[src/gwd_pkg.sv]
// Types, constants and helper functions shared by the weekday-from-date pipeline.
// No dependencies; imported by the interfaces and by every module of the block.
package gwd_pkg;

	// Field widths
	localparam int DAY_W   = 5;
	localparam int MONTH_W = 4;
	localparam int YEAR_W  = 14;
	localparam int WDAY_W  = 3;
	localparam int DAYS_W  = 23;

	// Pipeline depth
	localparam int STAGES = 5;

	// Largest year the input field can carry
	localparam int YEAR_LIMIT = 2 ** YEAR_W - 1;

	// Reference date: 13 January 2023, a Friday
	localparam int REF_DAY     = 13;
	localparam int REF_YEAR    = 2023;
	localparam int REF_WEEKDAY = 5;

	// Days from 1 January of year 0 to the reference date, counted from day 0
	localparam int REF_COUNT = REF_YEAR * 365 + (REF_YEAR + 3) / 4
		- (REF_YEAR + 99) / 100 + (REF_YEAR + 399) / 400 + REF_DAY;

	// Weekday offset applied to the non-negative absolute count
	localparam int WD_OFF = (REF_WEEKDAY + 7 - REF_COUNT % 7) % 7;

	// Reciprocal multipliers for ceiling divisions by 100 and 400 on 15-bit values
	localparam int DIV100_MUL = 20972;
	localparam int DIV100_SH  = 21;
	localparam int DIV400_MUL = 20972;
	localparam int DIV400_SH  = 23;

	typedef logic [DAY_W-1:0]          day_t;
	typedef logic [MONTH_W-1:0]        month_t;
	typedef logic [YEAR_W-1:0]         year_t;
	typedef logic [WDAY_W-1:0]         weekday_t;
	typedef logic signed [DAYS_W-1:0]  days_t;
	typedef logic [DAYS_W-1:0]         count_t;
	typedef logic [8:0]                prefix_t;
	typedef logic [7:0]                cent_t;
	typedef logic [5:0]                quad_cent_t;
	typedef logic [YEAR_W-2:0]         quad_t;

	// Per-stage load enables and valid bits
	typedef struct packed {
		logic [STAGES-1:0] en;
		logic [STAGES-1:0] vld;
	} ctrl_t;

	// Days before the first of the month in a common year; months past 12 give the year
	function automatic prefix_t month_prefix(input month_t m);
		prefix_t p;
		unique case (m)
			4'd0:    p = 9'd0;
			4'd1:    p = 9'd0;
			4'd2:    p = 9'd31;
			4'd3:    p = 9'd59;
			4'd4:    p = 9'd90;
			4'd5:    p = 9'd120;
			4'd6:    p = 9'd151;
			4'd7:    p = 9'd181;
			4'd8:    p = 9'd212;
			4'd9:    p = 9'd243;
			4'd10:   p = 9'd273;
			4'd11:   p = 9'd304;
			4'd12:   p = 9'd334;
			default: p = 9'd365;
		endcase
		return p;
	endfunction

	// Remainder by 7 through octal digit folding (8 is 1 modulo 7)
	function automatic weekday_t mod7(input logic [23:0] x);
		logic [5:0] s;
		logic [3:0] t;
		weekday_t   r;
		s = '0;
		for (int i = 0; i < 8; i++) begin
			s = s + 6'(x[3*i +: 3]);
		end
		t = 4'(s[5:3]) + 4'(s[2:0]);
		if (t >= 4'd14) begin
			r = 3'(t - 4'd14);
		end else if (t >= 4'd7) begin
			r = 3'(t - 4'd7);
		end else begin
			r = 3'(t);
		end
		return r;
	endfunction

endpackage

[src/gwd_if.sv]
// Valid/ready channel interfaces for date transactions and result transactions.
// Depends on gwd_pkg for the payload types.
interface gwd_date_if;
	import gwd_pkg::*;
	logic   valid;
	logic   ready;
	day_t   day_of_month;
	month_t month_number;
	year_t  year_number;

	modport source (output valid, output day_of_month, output month_number,
		output year_number, input ready);
	modport sink (input valid, input day_of_month, input month_number,
		input year_number, output ready);
endinterface

interface gwd_result_if;
	import gwd_pkg::*;
	logic     valid;
	logic     ready;
	weekday_t weekday;
	days_t    days_from_reference;

	modport source (output valid, output weekday, output days_from_reference,
		input ready);
	modport sink (input valid, input weekday, input days_from_reference,
		output ready);
endinterface

[src/gwd_ctrl.sv]
// Valid bits and per-stage load enables of the five-stage pipeline.
// Depends on gwd_pkg for the control struct.
module gwd_ctrl (
	input  logic            clk,
	input  logic            arst_n,
	input  logic            in_valid,
	input  logic            out_ready,
	output logic            in_ready,
	output gwd_pkg::ctrl_t  ctrl
);
	import gwd_pkg::*;

	logic [STAGES-1:0] vld_q;
	logic [STAGES-1:0] en;

	// A stage loads when it is empty or when the stage after it moves on
	always_comb begin
		en[STAGES-1] = out_ready || !vld_q[STAGES-1];
		for (int k = STAGES - 2; k >= 0; k--) begin
			en[k] = !vld_q[k] || en[k+1];
		end
	end

	// Advance valid bits alongside the data
	always_ff @(posedge clk or negedge arst_n) begin
		if (!arst_n) begin
			vld_q <= '0;
		end else begin
			if (en[0]) begin
				vld_q[0] <= in_valid;
			end
			for (int k = 1; k < STAGES; k++) begin
				if (en[k]) begin
					vld_q[k] <= vld_q[k-1];
				end
			end
		end
	end

	assign in_ready = en[0];
	assign ctrl.en  = en;
	assign ctrl.vld = vld_q;

	// An accepted transaction occupies the first stage next cycle
	a_accept_loads: assert property (@(posedge clk) disable iff (!arst_n)
		in_valid && in_ready |=> vld_q[0])
		else $error("accepted transaction missing from first stage");

	// A blocked stage keeps its transaction
	a_stall_holds: assert property (@(posedge clk) disable iff (!arst_n)
		vld_q[STAGES-2] && !en[STAGES-1] |=> vld_q[STAGES-2])
		else $error("stalled transaction dropped");

	// With the sink ready the whole pipeline moves
	a_ready_moves_all: assert property (@(posedge clk) disable iff (!arst_n)
		out_ready |-> (&en))
		else $error("pipeline stalled while sink ready");

endmodule

[src/gwd_year_div.sv]
// Stages 1 and 2: year clamp, then leap-count quotients by reciprocal multiply.
// Depends on gwd_pkg for types and division constants.
module gwd_year_div #(
	parameter int YEAR_MAX = 9999
) (
	input  logic                clk,
	input  gwd_pkg::ctrl_t      ctrl,
	input  gwd_pkg::day_t       day_in,
	input  gwd_pkg::month_t     month_in,
	input  gwd_pkg::year_t      year_in,
	output gwd_pkg::day_t       day_s2,
	output gwd_pkg::month_t     month_s2,
	output gwd_pkg::year_t      year_s2,
	output gwd_pkg::quad_t      c4_s2,
	output gwd_pkg::cent_t      c100_s2,
	output gwd_pkg::quad_cent_t c400_s2
);
	import gwd_pkg::*;

	localparam int    YEAR_TOP   = (YEAR_MAX > YEAR_LIMIT) ? YEAR_LIMIT : YEAR_MAX;
	localparam year_t YEAR_CLAMP = year_t'(YEAR_TOP);

	day_t   day_s1;
	month_t month_s1;
	year_t  year_s1;

	logic [YEAR_W:0] y3;
	logic [YEAR_W:0] y99;
	logic [YEAR_W:0] y399;
	logic [29:0]     p100;
	logic [29:0]     p400;

	// Stage 1: capture and saturate the year
	always_ff @(posedge clk) begin
		if (ctrl.en[0]) begin
			day_s1   <= day_in;
			month_s1 <= month_in;
			year_s1  <= (year_in > YEAR_CLAMP) ? YEAR_CLAMP : year_in;
		end
	end

	// Ceilings of year over 4, 100 and 400
	always_comb begin
		y3   = (YEAR_W+1)'(year_s1) + (YEAR_W+1)'(3);
		y99  = (YEAR_W+1)'(year_s1) + (YEAR_W+1)'(99);
		y399 = (YEAR_W+1)'(year_s1) + (YEAR_W+1)'(399);
		p100 = 30'(y99) * 30'(DIV100_MUL);
		p400 = 30'(y399) * 30'(DIV400_MUL);
	end

	// Stage 2: hold quotients
	always_ff @(posedge clk) begin
		if (ctrl.en[1]) begin
			day_s2   <= day_s1;
			month_s2 <= month_s1;
			year_s2  <= year_s1;
			c4_s2    <= y3[YEAR_W:2];
			c100_s2  <= p100[DIV100_SH +: 8];
			c400_s2  <= p400[DIV400_SH +: 6];
		end
	end

endmodule

[src/gwd_day_sum.sv]
// Stages 3 and 4: leap test, year days, month prefix, and the absolute day count.
// Depends on gwd_pkg for types and the month prefix function.
module gwd_day_sum (
	input  logic                clk,
	input  gwd_pkg::ctrl_t      ctrl,
	input  gwd_pkg::day_t       day_s2,
	input  gwd_pkg::month_t     month_s2,
	input  gwd_pkg::year_t      year_s2,
	input  gwd_pkg::quad_t      c4_s2,
	input  gwd_pkg::cent_t      c100_s2,
	input  gwd_pkg::quad_cent_t c400_s2,
	output gwd_pkg::count_t     count_s4
);
	import gwd_pkg::*;

	count_t  yd_s3;
	quad_t   leaps_s3;
	prefix_t prefix_s3;
	day_t    day_s3;

	logic    cent;
	logic    quad_cent;
	logic    leap;
	prefix_t prefix;

	// Leap rule from the ceiling quotients: exact multiples mark centuries
	always_comb begin
		cent      = (15'(c100_s2) * 15'(100)) == 15'(year_s2);
		quad_cent = (15'(c400_s2) * 15'(400)) == 15'(year_s2);
		leap      = (year_s2[1:0] == 2'b00) && (!cent || quad_cent);
		prefix    = month_prefix(month_s2);
		if (leap && month_s2 > 4'd2) begin
			prefix = prefix + 9'd1;
		end
	end

	// Stage 3: year days, leap count, month prefix
	always_ff @(posedge clk) begin
		if (ctrl.en[2]) begin
			yd_s3     <= DAYS_W'(year_s2) * DAYS_W'(365);
			leaps_s3  <= c4_s2 - quad_t'(c100_s2) + quad_t'(c400_s2);
			prefix_s3 <= prefix;
			day_s3    <= day_s2;
		end
	end

	// Stage 4: absolute count from day 0 of year 0
	always_ff @(posedge clk) begin
		if (ctrl.en[3]) begin
			count_s4 <= yd_s3 + DAYS_W'(leaps_s3) + DAYS_W'(prefix_s3) + DAYS_W'(day_s3);
		end
	end

endmodule

[src/gwd_wd_out.sv]
// Stage 5: offset to the reference date and weekday by remainder of 7.
// Depends on gwd_pkg for types, reference constants and mod7.
module gwd_wd_out (
	input  logic            clk,
	input  gwd_pkg::ctrl_t  ctrl,
	input  gwd_pkg::count_t count_s4,
	output gwd_pkg::weekday_t weekday_s5,
	output gwd_pkg::days_t    days_s5
);
	import gwd_pkg::*;

	// Stage 5: signed distance and weekday, held for the sink
	always_ff @(posedge clk) begin
		if (ctrl.en[4]) begin
			days_s5    <= days_t'(count_s4 - DAYS_W'(REF_COUNT));
			weekday_s5 <= mod7(24'(count_s4) + 24'(WD_OFF));
		end
	end

endmodule

[src/gregorian_weekday_from_date_core.sv]
// Gregorian weekday and signed day count from 13 January 2023.
// Each date transaction passes through five registered stages on its way to the result transaction.
// Throughput: one transaction per cycle; a stalled sink backs up stage by stage.
// Reset clears the valid bits of all five stages; no result is shown after reset.
// Depends on gwd_pkg, gwd_if, gwd_ctrl, gwd_year_div, gwd_day_sum and gwd_wd_out.
module gregorian_weekday_from_date_core #(
	parameter int YEAR_MAX = 9999
) (
	input  logic         clk,
	input  logic         arst_n,
	gwd_date_if.sink     date,
	gwd_result_if.source result
);
	import gwd_pkg::*;

	ctrl_t      ctrl;
	day_t       day_s2;
	month_t     month_s2;
	year_t      year_s2;
	quad_t      c4_s2;
	cent_t      c100_s2;
	quad_cent_t c400_s2;
	count_t     count_s4;
	weekday_t   weekday_s5;
	days_t      days_s5;

	// Pipeline control
	gwd_ctrl u_ctrl (
		.clk       (clk),
		.arst_n    (arst_n),
		.in_valid  (date.valid),
		.out_ready (result.ready),
		.in_ready  (date.ready),
		.ctrl      (ctrl)
	);

	// Year clamp and leap quotients
	gwd_year_div #(
		.YEAR_MAX (YEAR_MAX)
	) u_year_div (
		.clk      (clk),
		.ctrl     (ctrl),
		.day_in   (date.day_of_month),
		.month_in (date.month_number),
		.year_in  (date.year_number),
		.day_s2   (day_s2),
		.month_s2 (month_s2),
		.year_s2  (year_s2),
		.c4_s2    (c4_s2),
		.c100_s2  (c100_s2),
		.c400_s2  (c400_s2)
	);

	// Absolute day count
	gwd_day_sum u_day_sum (
		.clk      (clk),
		.ctrl     (ctrl),
		.day_s2   (day_s2),
		.month_s2 (month_s2),
		.year_s2  (year_s2),
		.c4_s2    (c4_s2),
		.c100_s2  (c100_s2),
		.c400_s2  (c400_s2),
		.count_s4 (count_s4)
	);

	// Reference offset and weekday
	gwd_wd_out u_wd_out (
		.clk        (clk),
		.ctrl       (ctrl),
		.count_s4   (count_s4),
		.weekday_s5 (weekday_s5),
		.days_s5    (days_s5)
	);

	assign result.valid               = ctrl.vld[STAGES-1];
	assign result.weekday             = weekday_s5;
	assign result.days_from_reference = days_s5;

endmodule

[src/flat_wrapper.sv]
// flat-port wrapper written by rule: the top's interface ports become plain ports
module gregorian_weekday_from_date_core_flat import gwd_pkg::*;
#(
	parameter int YEAR_MAX = 9999
)
  (clk, arst_n, date_valid, date_day_of_month, date_month_number, date_year_number, date_ready, result_valid, result_weekday, result_days_from_reference, result_ready);
  gwd_date_if date_i ();
  gwd_result_if result_i ();
  input  logic clk;
  input  logic arst_n;
  input wire logic [$bits(date_i.valid)-1:0] date_valid;
  input wire logic [$bits(date_i.day_of_month)-1:0] date_day_of_month;
  input wire logic [$bits(date_i.month_number)-1:0] date_month_number;
  input wire logic [$bits(date_i.year_number)-1:0] date_year_number;
  output wire logic [$bits(date_i.ready)-1:0] date_ready;
  output wire logic [$bits(result_i.valid)-1:0] result_valid;
  output wire logic [$bits(result_i.weekday)-1:0] result_weekday;
  output wire logic [$bits(result_i.days_from_reference)-1:0] result_days_from_reference;
  input wire logic [$bits(result_i.ready)-1:0] result_ready;
  assign date_i.valid = date_valid;
  assign date_i.day_of_month = date_day_of_month;
  assign date_i.month_number = date_month_number;
  assign date_i.year_number = date_year_number;
  assign date_ready = date_i.ready;
  assign result_valid = result_i.valid;
  assign result_weekday = result_i.weekday;
  assign result_days_from_reference = result_i.days_from_reference;
  assign result_i.ready = result_ready;
  gregorian_weekday_from_date_core #(.YEAR_MAX(YEAR_MAX)) u_core (.clk(clk), .arst_n(arst_n), .date(date_i), .result(result_i));
endmodule
[config.mk]
export PLATFORM = sky130hd
export DESIGN_NAME = gregorian_weekday_from_date_core_flat
export DESIGN_NICKNAME = d
export VERILOG_FILES = /design/src/gwd_pkg.sv /design/src/gwd_if.sv /design/src/gwd_ctrl.sv /design/src/gwd_year_div.sv /design/src/gwd_day_sum.sv /design/src/gwd_wd_out.sv /design/src/gregorian_weekday_from_date_core.sv /design/src/flat_wrapper.sv
export SDC_FILE = /design/constraint.sdc
export NUM_CORES = 1
export LEC_CHECK = 0
export ABC_AREA = 1
export BUFFER_PORTS_ARGS = -buffer_cell sky130_fd_sc_hd__buf_2
export CAP_MARGIN = 10
export CELL_PAD_IN_SITES_DETAIL_PLACEMENT = 1
export CELL_PAD_IN_SITES_GLOBAL_PLACEMENT = 2
export CORE_MARGIN = 4
export CORE_UTILIZATION = 45
export CTS_CLUSTER_DIAMETER = 50
export DETAILED_ROUTE_END_ITERATION = 16
export PLACE_DENSITY_LB_ADDON = 0.1
export REMOVE_ABC_BUFFERS = 1
export SYNTH_ARGS = -nofsm -noshare
export SYNTH_HDL_FRONTEND = slang
export SYNTH_SLANG_ARGS = --single-unit
[constraint.sdc]
create_clock -name clk -period 10.4 [get_ports clk]
set_input_delay 0.52 -clock clk [delete_from_list [all_inputs] [get_ports clk]]
set_output_delay 0.52 -clock clk [all_outputs]
set_load 0.05 [all_outputs]
Yosys cells after proc, flatten, opt, wreduce, memory -nomap -nowiden

Memory sizes are Yosys's and may differ from the RTL's. A register that Yosys moved wholly into a read port is not among the register bits.
Index checks and enable logic that the tools add are counted.

Flip-flop bits (word level): 177
Memory bits (read-only): 144
Bits of input ports: 27
Output and inout port bits: 28
Word-level logic and storage cells: 73
Memories kept: 1

Add/subtract/negate cells: 21
Multiply operators: 5
Magnitude comparators: 4
Equal/unequal tests: 2
Multiplexer cells: 4
Reduce and logical (&&, ||, !) cells: 15

Memories:

| name            | depth | bits a word | rd ports | clocked after Yosys merged registers in | wr ports | line          | source |
|---|---|---|---|---|---|---|---|
| (no name shown) | 16    | 9           | 1        | 1                                       | 0        | gwd_pkg.sv:56 | `unique case (m)` |

Operator list:

| operator               | count |
|---|---|
| $mul 15x13->27 const B | 2 |
| $eq 15x14->1           | 2 |
| $add 23x3->24 const B  | 1 |
| $add 6x3->6            | 4 |
| $add 23x13->23         | 1 |
| $add 23x5->23          | 1 |
| $add 23x9->23          | 1 |
| $mul 14x9->23 const B  | 1 |
| $sub 23x20->23 const B | 1 |
| $add 14x2->15 const B  | 1 |
| $add 14x7->15 const B  | 1 |
| $add 14x9->15 const B  | 1 |
| $gt 14x14->1 const B   | 1 |
| $add 13x6->13          | 1 |
| $mul 8x5->13 const B   | 1 |
| $sub 13x8->13          | 1 |
| $mul 6x5->11 const B   | 1 |
| $add 9x1->9 const B    | 1 |
| $mux 9                 | 1 |
| $add 3x3->4            | 2 |
| $add 5x3->6            | 1 |
| $logic_not 1->1        | 6 |
| $logic_or 1x1->1       | 6 |
| $mux 3                 | 2 |
| 8 further kinds        | 10 |

Logic depth before layout (Yosys ltp)

Word-level depth: 12
Gate-level depth with buffers: 31
Depth with buffers taken out: 31

Hierarchy

A second synthesis with hierarchy kept.

Cells, all modules: 2643
Area, all modules: 22887.0 um^2

By module, submodules not included:

| module       | instances | cells each | area each (um^2) | sequential area each (um^2) |
|---|---|---|---|---|
| gwd_year_div | 1         | 1314       | 11264.6          | 2192.1 |
| gwd_day_sum  | 1         | 939        | 8652.0           | 2192.1 |
| gwd_wd_out   | 1         | 368        | 2755.1           | 780.7 |
| gwd_ctrl     | 1         | 22         | 215.2            | 125.1 |

Worst setup path after synthesis

OpenSTA, ideal clock, no wires.

Kind: register -> register
From: register u_core.u_day_sum.count_s4[0]
To: register u_core.u_wd_out.weekday_s5[0], data pin
Setup time: 0.257 ns
Arrival time: 5.629 ns
Required time: 10.143 ns
Path slack: 4.514 ns
Stages on the path, launching flop included: 26
Path buffers: 0
Period minus slack after synthesis: 5.886 ns
Path through: edfxtp_1 > ha_1 > nor2_1 > nor2_2 > nand2_1 > nor2_2 > nand3_2 > nor2_1 > nand3_1 > nor2_1 > nand2_1 > xor2_1 > fa_1 > inv_1 > fa_1 > fa_1 > inv_1 > fa_1 > ha_1 > fa_1 > ha_1 > fa_1 > ha_1 > o21ai_0 > nand2_1 > xor2_1

Cells in the longest elaborated chain, start to end: 12
Elaborated cells between the ends (all ways): 15
Classes of those cells: add/sub: 11; order compare: 2; mux: 2

Ends and longest elaborated chain:

| what                                      | line                         | source |
|---|---|---|
| start, declared                           | gwd_day_sum.sv:12            | `output gwd_pkg::count_t count_s4` |
| start signal, assigned                    | gwd_day_sum.sv:50            | `count_s4 <= yd_s3 + DAYS_W'(leaps_s3) + DAYS_W'(prefix_s3) + DAYS_W'(day_s3);` |
| $add 23x3->24 (*)                         | gwd_wd_out.sv:16             | `weekday_s5 <= mod7(24'(count_s4) + 24'(WD_OFF));` |
| $add 3x3->4                               | gwd_pkg.sv:82                | `s = s + 6'(x[3*i +: 3]);` |
| $add 4x3->5                               | gwd_pkg.sv:82                |  |
| $add 5x3->6                               | gwd_pkg.sv:82                |  |
| $add 6x3->6 (3 in a row)                  | gwd_pkg.sv:82                |  |
| $add 6x3->6 (*)                           | gwd_pkg.sv:82                |  |
| $add 3x3->4 (*)                           | gwd_pkg.sv:84                | `t = 4'(s[5:3]) + 4'(s[2:0]);` |
| $ge 4x3->1 or $sub 3x3->3 (tied branches) | gwd_pkg.sv:87, gwd_pkg.sv:88 |  |
| $mux 3                                    | gwd_pkg.sv:87                | `end else if (t >= 4'd7) begin` |
| $mux 3 (*)                                | gwd_pkg.sv:85                | `if (t >= 4'd14) begin` |
| end signal, assigned                      | gwd_wd_out.sv:16             |  |
| end, declared                             | gwd_wd_out.sv:7              | `output gwd_pkg::weekday_t weekday_s5,` |

Mark *: on every way between the ends. The rest lies on a longest branch, timed or not.
A chain may end at the register's enable or synchronous reset.

Final worst setup path

From: register u_core.u_year_div.year_s1[0]
To: register u_core.u_year_div.c100_s2[7], data pin

Cells in the longest elaborated chain, start to end: 2

Ends and longest elaborated chain:

| what                           | line               | source |
|---|---|---|
| start, declared                | gwd_year_div.sv:25 | `year_t year_s1;` |
| start signal, assigned         | gwd_year_div.sv:38 | `year_s1 <= (year_in > YEAR_CLAMP) ? YEAR_CLAMP : year_in;` |
| $add 14x7->15                  | gwd_year_div.sv:45 | `y99 = (YEAR_W+1)'(year_s1) + (YEAR_W+1)'(99);` |
| $mul 15x13->27                 | gwd_year_div.sv:47 | `p100 = 30'(y99) * 30'(DIV100_MUL);` |
| net u_core.u_year_div.p100[28] | gwd_year_div.sv:30 | `logic [29:0] p100;` |
| end signal, assigned           | gwd_year_div.sv:58 | `c100_s2 <= p100[DIV100_SH +: 8];` |
| end, declared                  | gwd_year_div.sv:15 | `output gwd_pkg::cent_t c100_s2,` |

The timed path passes the listed nets, and every way through them passes these cells.

==> impl_metrics.tcl <==
set metrics [dict create \
    outcome "finished clean" \
    crit_arrival_ps 6930 \
    io_buffers 54 \
    final-max-slew-violation-count 0 \
    finalSetupTns_ps 0 \
    period_needed_ps 6700 \
    multiInputGateArea_mm2 0.0143 \
    wl_per_cell_um 17.6 \
    setup_viol_count_final 0 \
    numClockSinks 186 \
    synthAdderAreaFrac_pct 40.2 \
    gp_congestion 0.824 \
    dp_hpwl_um 48000 \
    final_nets 3036 \
    seq_area_frac_synth_pct 24.8 \
    drt_iter0_drc 573 \
    rsz0062_at_grt "no" \
    synth_simple_gate_area_share_pct 12.7 \
    synth_compound_area_share_pct 5.88 \
    yosys_warnings 0 \
    skew_ps 19.0 \
    drc_errors 0 \
    yosysTopAreaCell "edfxtp_1" \
    post_cts_resized 0 \
    cp_max_fo 9 \
    diodes 0 \
    critPathRequiredTime_ps 10620 \
    yosysUniqueCellTypes 57 \
    fp.dieH_um 229 \
    overflow 0 \
    cts_made_buffers 17 \
    htree_levels 4 \
    synth_seq_cells 186 \
    crit_end "u_core.u_year_div.c100_s2[7]" \
    via_count 15500 \
    slew_headroom_pct 21.5 \
    met1_usage_pct 26.1 \
    crit_type "reg -> reg" \
    nFillCells 5588 \
    cts_buffer_depth 2 \
    cp_slowest_cell "fa_1" \
    end_kind "flip-flop" \
    regArea_mm2 0.00547 \
    critical-path-max-stage-delay_ps 610 \
    netlist_area_mm2 0.0221 \
    rr_endpoint "u_core.u_year_div.c100_s2[7]" \
    viasPerCell 5.02 \
    synthTopCellsByArea "edfxtp_1 (23%), ha_1 (20%), fa_1 (20%)" \
    worstMarginPinSlew_ps 1170 \
    avgSynthCellArea_um2 9.33 \
    busiest_layer "met2" \
    rows 80 \
    reg2reg_depth 27 \
    grt_max_degree 56 \
    wl_um 54400 \
    hold_viol 0 \
    ios 55 \
    post-route-period-util_pct 64.5 \
    drive_above_1_share_pct 6.22 \
    syn_inst 2366 \
    grt_pass1_vias 17300 \
    startpoint_type "flip-flop" \
    start_util_pct 45.8 \
    synth_xor_area_share_pct 6.22 \
    die_area_mm2 0.0527 \
    hp-class "in -> reg" \
    clk_latency_ps 480 \
    drt.antenna.violating_nets 0 \
    synth_top_cell_area_share_pct 23.4 \
    synthMuxAreaShare_pct 0 \
    synth_top_family_by_area "adder cells" \
    area_growth_pct 7.61 \
    pre_cts_ws_ps 3710 \
    max_freq_mhz 149 \
    cts_tree "yes" \
    grt_pass1_wl_um 89800 \
    grt.met2_usage_pct 39.7 \
    antenna_found_initial 0 \
    crit_start "u_core.u_year_div.year_s1[0]" \
    maxCapViolCount 0 \
    grtUsageMet3_pct 2.08 \
    core-area_mm2 0.0481 \
    clk_pin_slew_ps 90 \
    die_x_um 229 \
    reg2reg_from "u_core.u_year_div.year_s1[0]" \
    root_buffer "clkbuf_16" \
    reg2reg_slack_ps 3700 \
    grt_usage_pct 21.5 \
    detail_route.first_pass.iterations 4 \
    fin_ws_ps 3700 \
]
==> what timing repair did <==
action,4_1_cts,5_1_grt
buffers inserted,0,0
hold endpoints to repair,5,0
hold buffers,1,0
==> how the worst min path moves through the flow <==
stage                                          endpoint            startpoint  depth (start not counted)
after floorplan                  u_core.u_ctrl.vld_q[0]                arst_n                          0
after global placement           u_core.u_ctrl.vld_q[0]                arst_n                          1
after detailed placement         u_core.u_ctrl.vld_q[1]                arst_n                          1
after CTS                 u_core.u_year_div.month_s1[3]  date_month_number[3]                          1
after global routing      u_core.u_year_div.month_s1[3]  date_month_number[3]                          1
final                     u_core.u_year_div.month_s1[3]  date_month_number[3]                          1
==> through the flow <==
stage / utilization [%] / hold slack, ps / cell area [um2] / instances
after floorplan: - / 224 / 22000 / 2354
after global placement: 48.0 / 335 / 23100 / 3066
final: 49.3 / 207 / 23800 / 3099
after detailed placement: 48.0 / 340 / 23100 / 3066
after CTS: 49.3 / 171 / 23800 / 3099
after global routing: 49.3 / 173 / 23800 / 3099
==> critical path: cells and delay by family, from the launching register on <==
| family | cells | cell delay [ps] |
|---|---|---|
| and+or+nand+nor | 8 | 1020 |
| DFF | 1 | 400 |
| AOI/OAI and AO/OA | 4 | 730 |
| buffers and inverters | 6 | 630 |
| adders and majority gates | 7 | 3170 |
| xor gates and xnor gates | 2 | 470 |
==> sequential cells by signal (all words and copies together), names as in the netlist, named ones only <==
register / cells
u_core.u_ctrl.vld_q: 5
u_core.u_year_div.c4_s2: 13
u_core.u_day_sum.leaps_s3: 13
u_core.u_day_sum.count_s4: 23
u_core.u_wd_out.weekday_s5: 3
u_core.u_day_sum.yd_s3: 23
u_core.u_year_div.c400_s2: 6
u_core.u_year_div.month_s2: 4
u_core.u_year_div.year_s2: 14
u_core.u_year_div.day_s1: 5
u_core.u_year_div.day_s2: 5
u_core.u_year_div.c100_s2: 8
u_core.u_day_sum.prefix_s3: 9
u_core.u_year_div.month_s1: 4
u_core.u_year_div.year_s1: 14
u_core.u_wd_out.days_s5: 23
u_core.u_day_sum.day_s3: 5
==> cells by family (layout without fill, tap and decap cells) <==
family / Yosys count / in the layout
simple gates: 618 / 618
fa+ha+maj: 579 / 579
flops: 186 / 186
xor+xnor: 156 / 156
buf+inv: 599 / 676
compound gates: 228 / 228
==> cells in the mapped netlist (all sizes together) <==
cell type  instances
inv              587
ha               361
nand2            318
fa               218
edfxtp           172
nor2             126
xor2             126
a21oi             94
nand3             75
o21ai             74
nand4             35
nor3              31
xnor2             30
a31oi             17
or2               16
a21o              11
dfxtp              9
nor4               8
clkbuf             7
o21bai             7
buf                5
dfrtp              5
nand3b             5
o31ai              5
a211oi             4
o21a               4
o211ai             3
and2               2
o2111ai            2
o22ai              2
a211o              1
a21boi             1
a31o               1
and3               1
nor3b              1
o221ai             1
o311ai             1
==> cell type report <==
| type | instances | share of cell area [%] |
|---|---|---|
| Clock buffer | 17 | 1.79 |
| Clock inverter | 15 | 0.790 |
| Sequential cell | 186 | 23.0 |
| Multi-Input combinational cell | 1581 | 60.4 |
| Timing Repair Buffer | 57 | 1.24 |
| Inverter | 587 | 9.28 |
| Tap cell | 656 | 3.46 |
==> layout by cell type, fill, tap and decap left out, drive strengths merged, types with 7 or more instances in the layout <==
cell / synthesis / layout
edfxtp: 172 / 172
xnor2: 30 / 30
clkinv: 0 / 7
or2: 16 / 16
o21bai: 7 / 7
nand4: 35 / 35
clkbuf: 7 / 17
fa: 218 / 218
dfxtp: 9 / 9
xor2: 126 / 126
nor2: 126 / 126
ha: 361 / 361
inv: 587 / 593
buf: 5 / 56
nor4: 8 / 8
a31oi: 17 / 17
nand2: 318 / 318
nand3: 75 / 75
a21o: 11 / 11
nor3: 31 / 31
a21oi: 94 / 94
o21ai: 74 / 74
==> metal layers <==
layer  routed length (um)  share of wire (%)
met5                    0                  0
met4                 1650                3.0
met3                  760                1.4
met2                28400                 52
met1                23600                 43
Power is left out: the tool's default activity adds up to more than one toggle a clock period on the data nets, which glitch-free logic cannot reach.
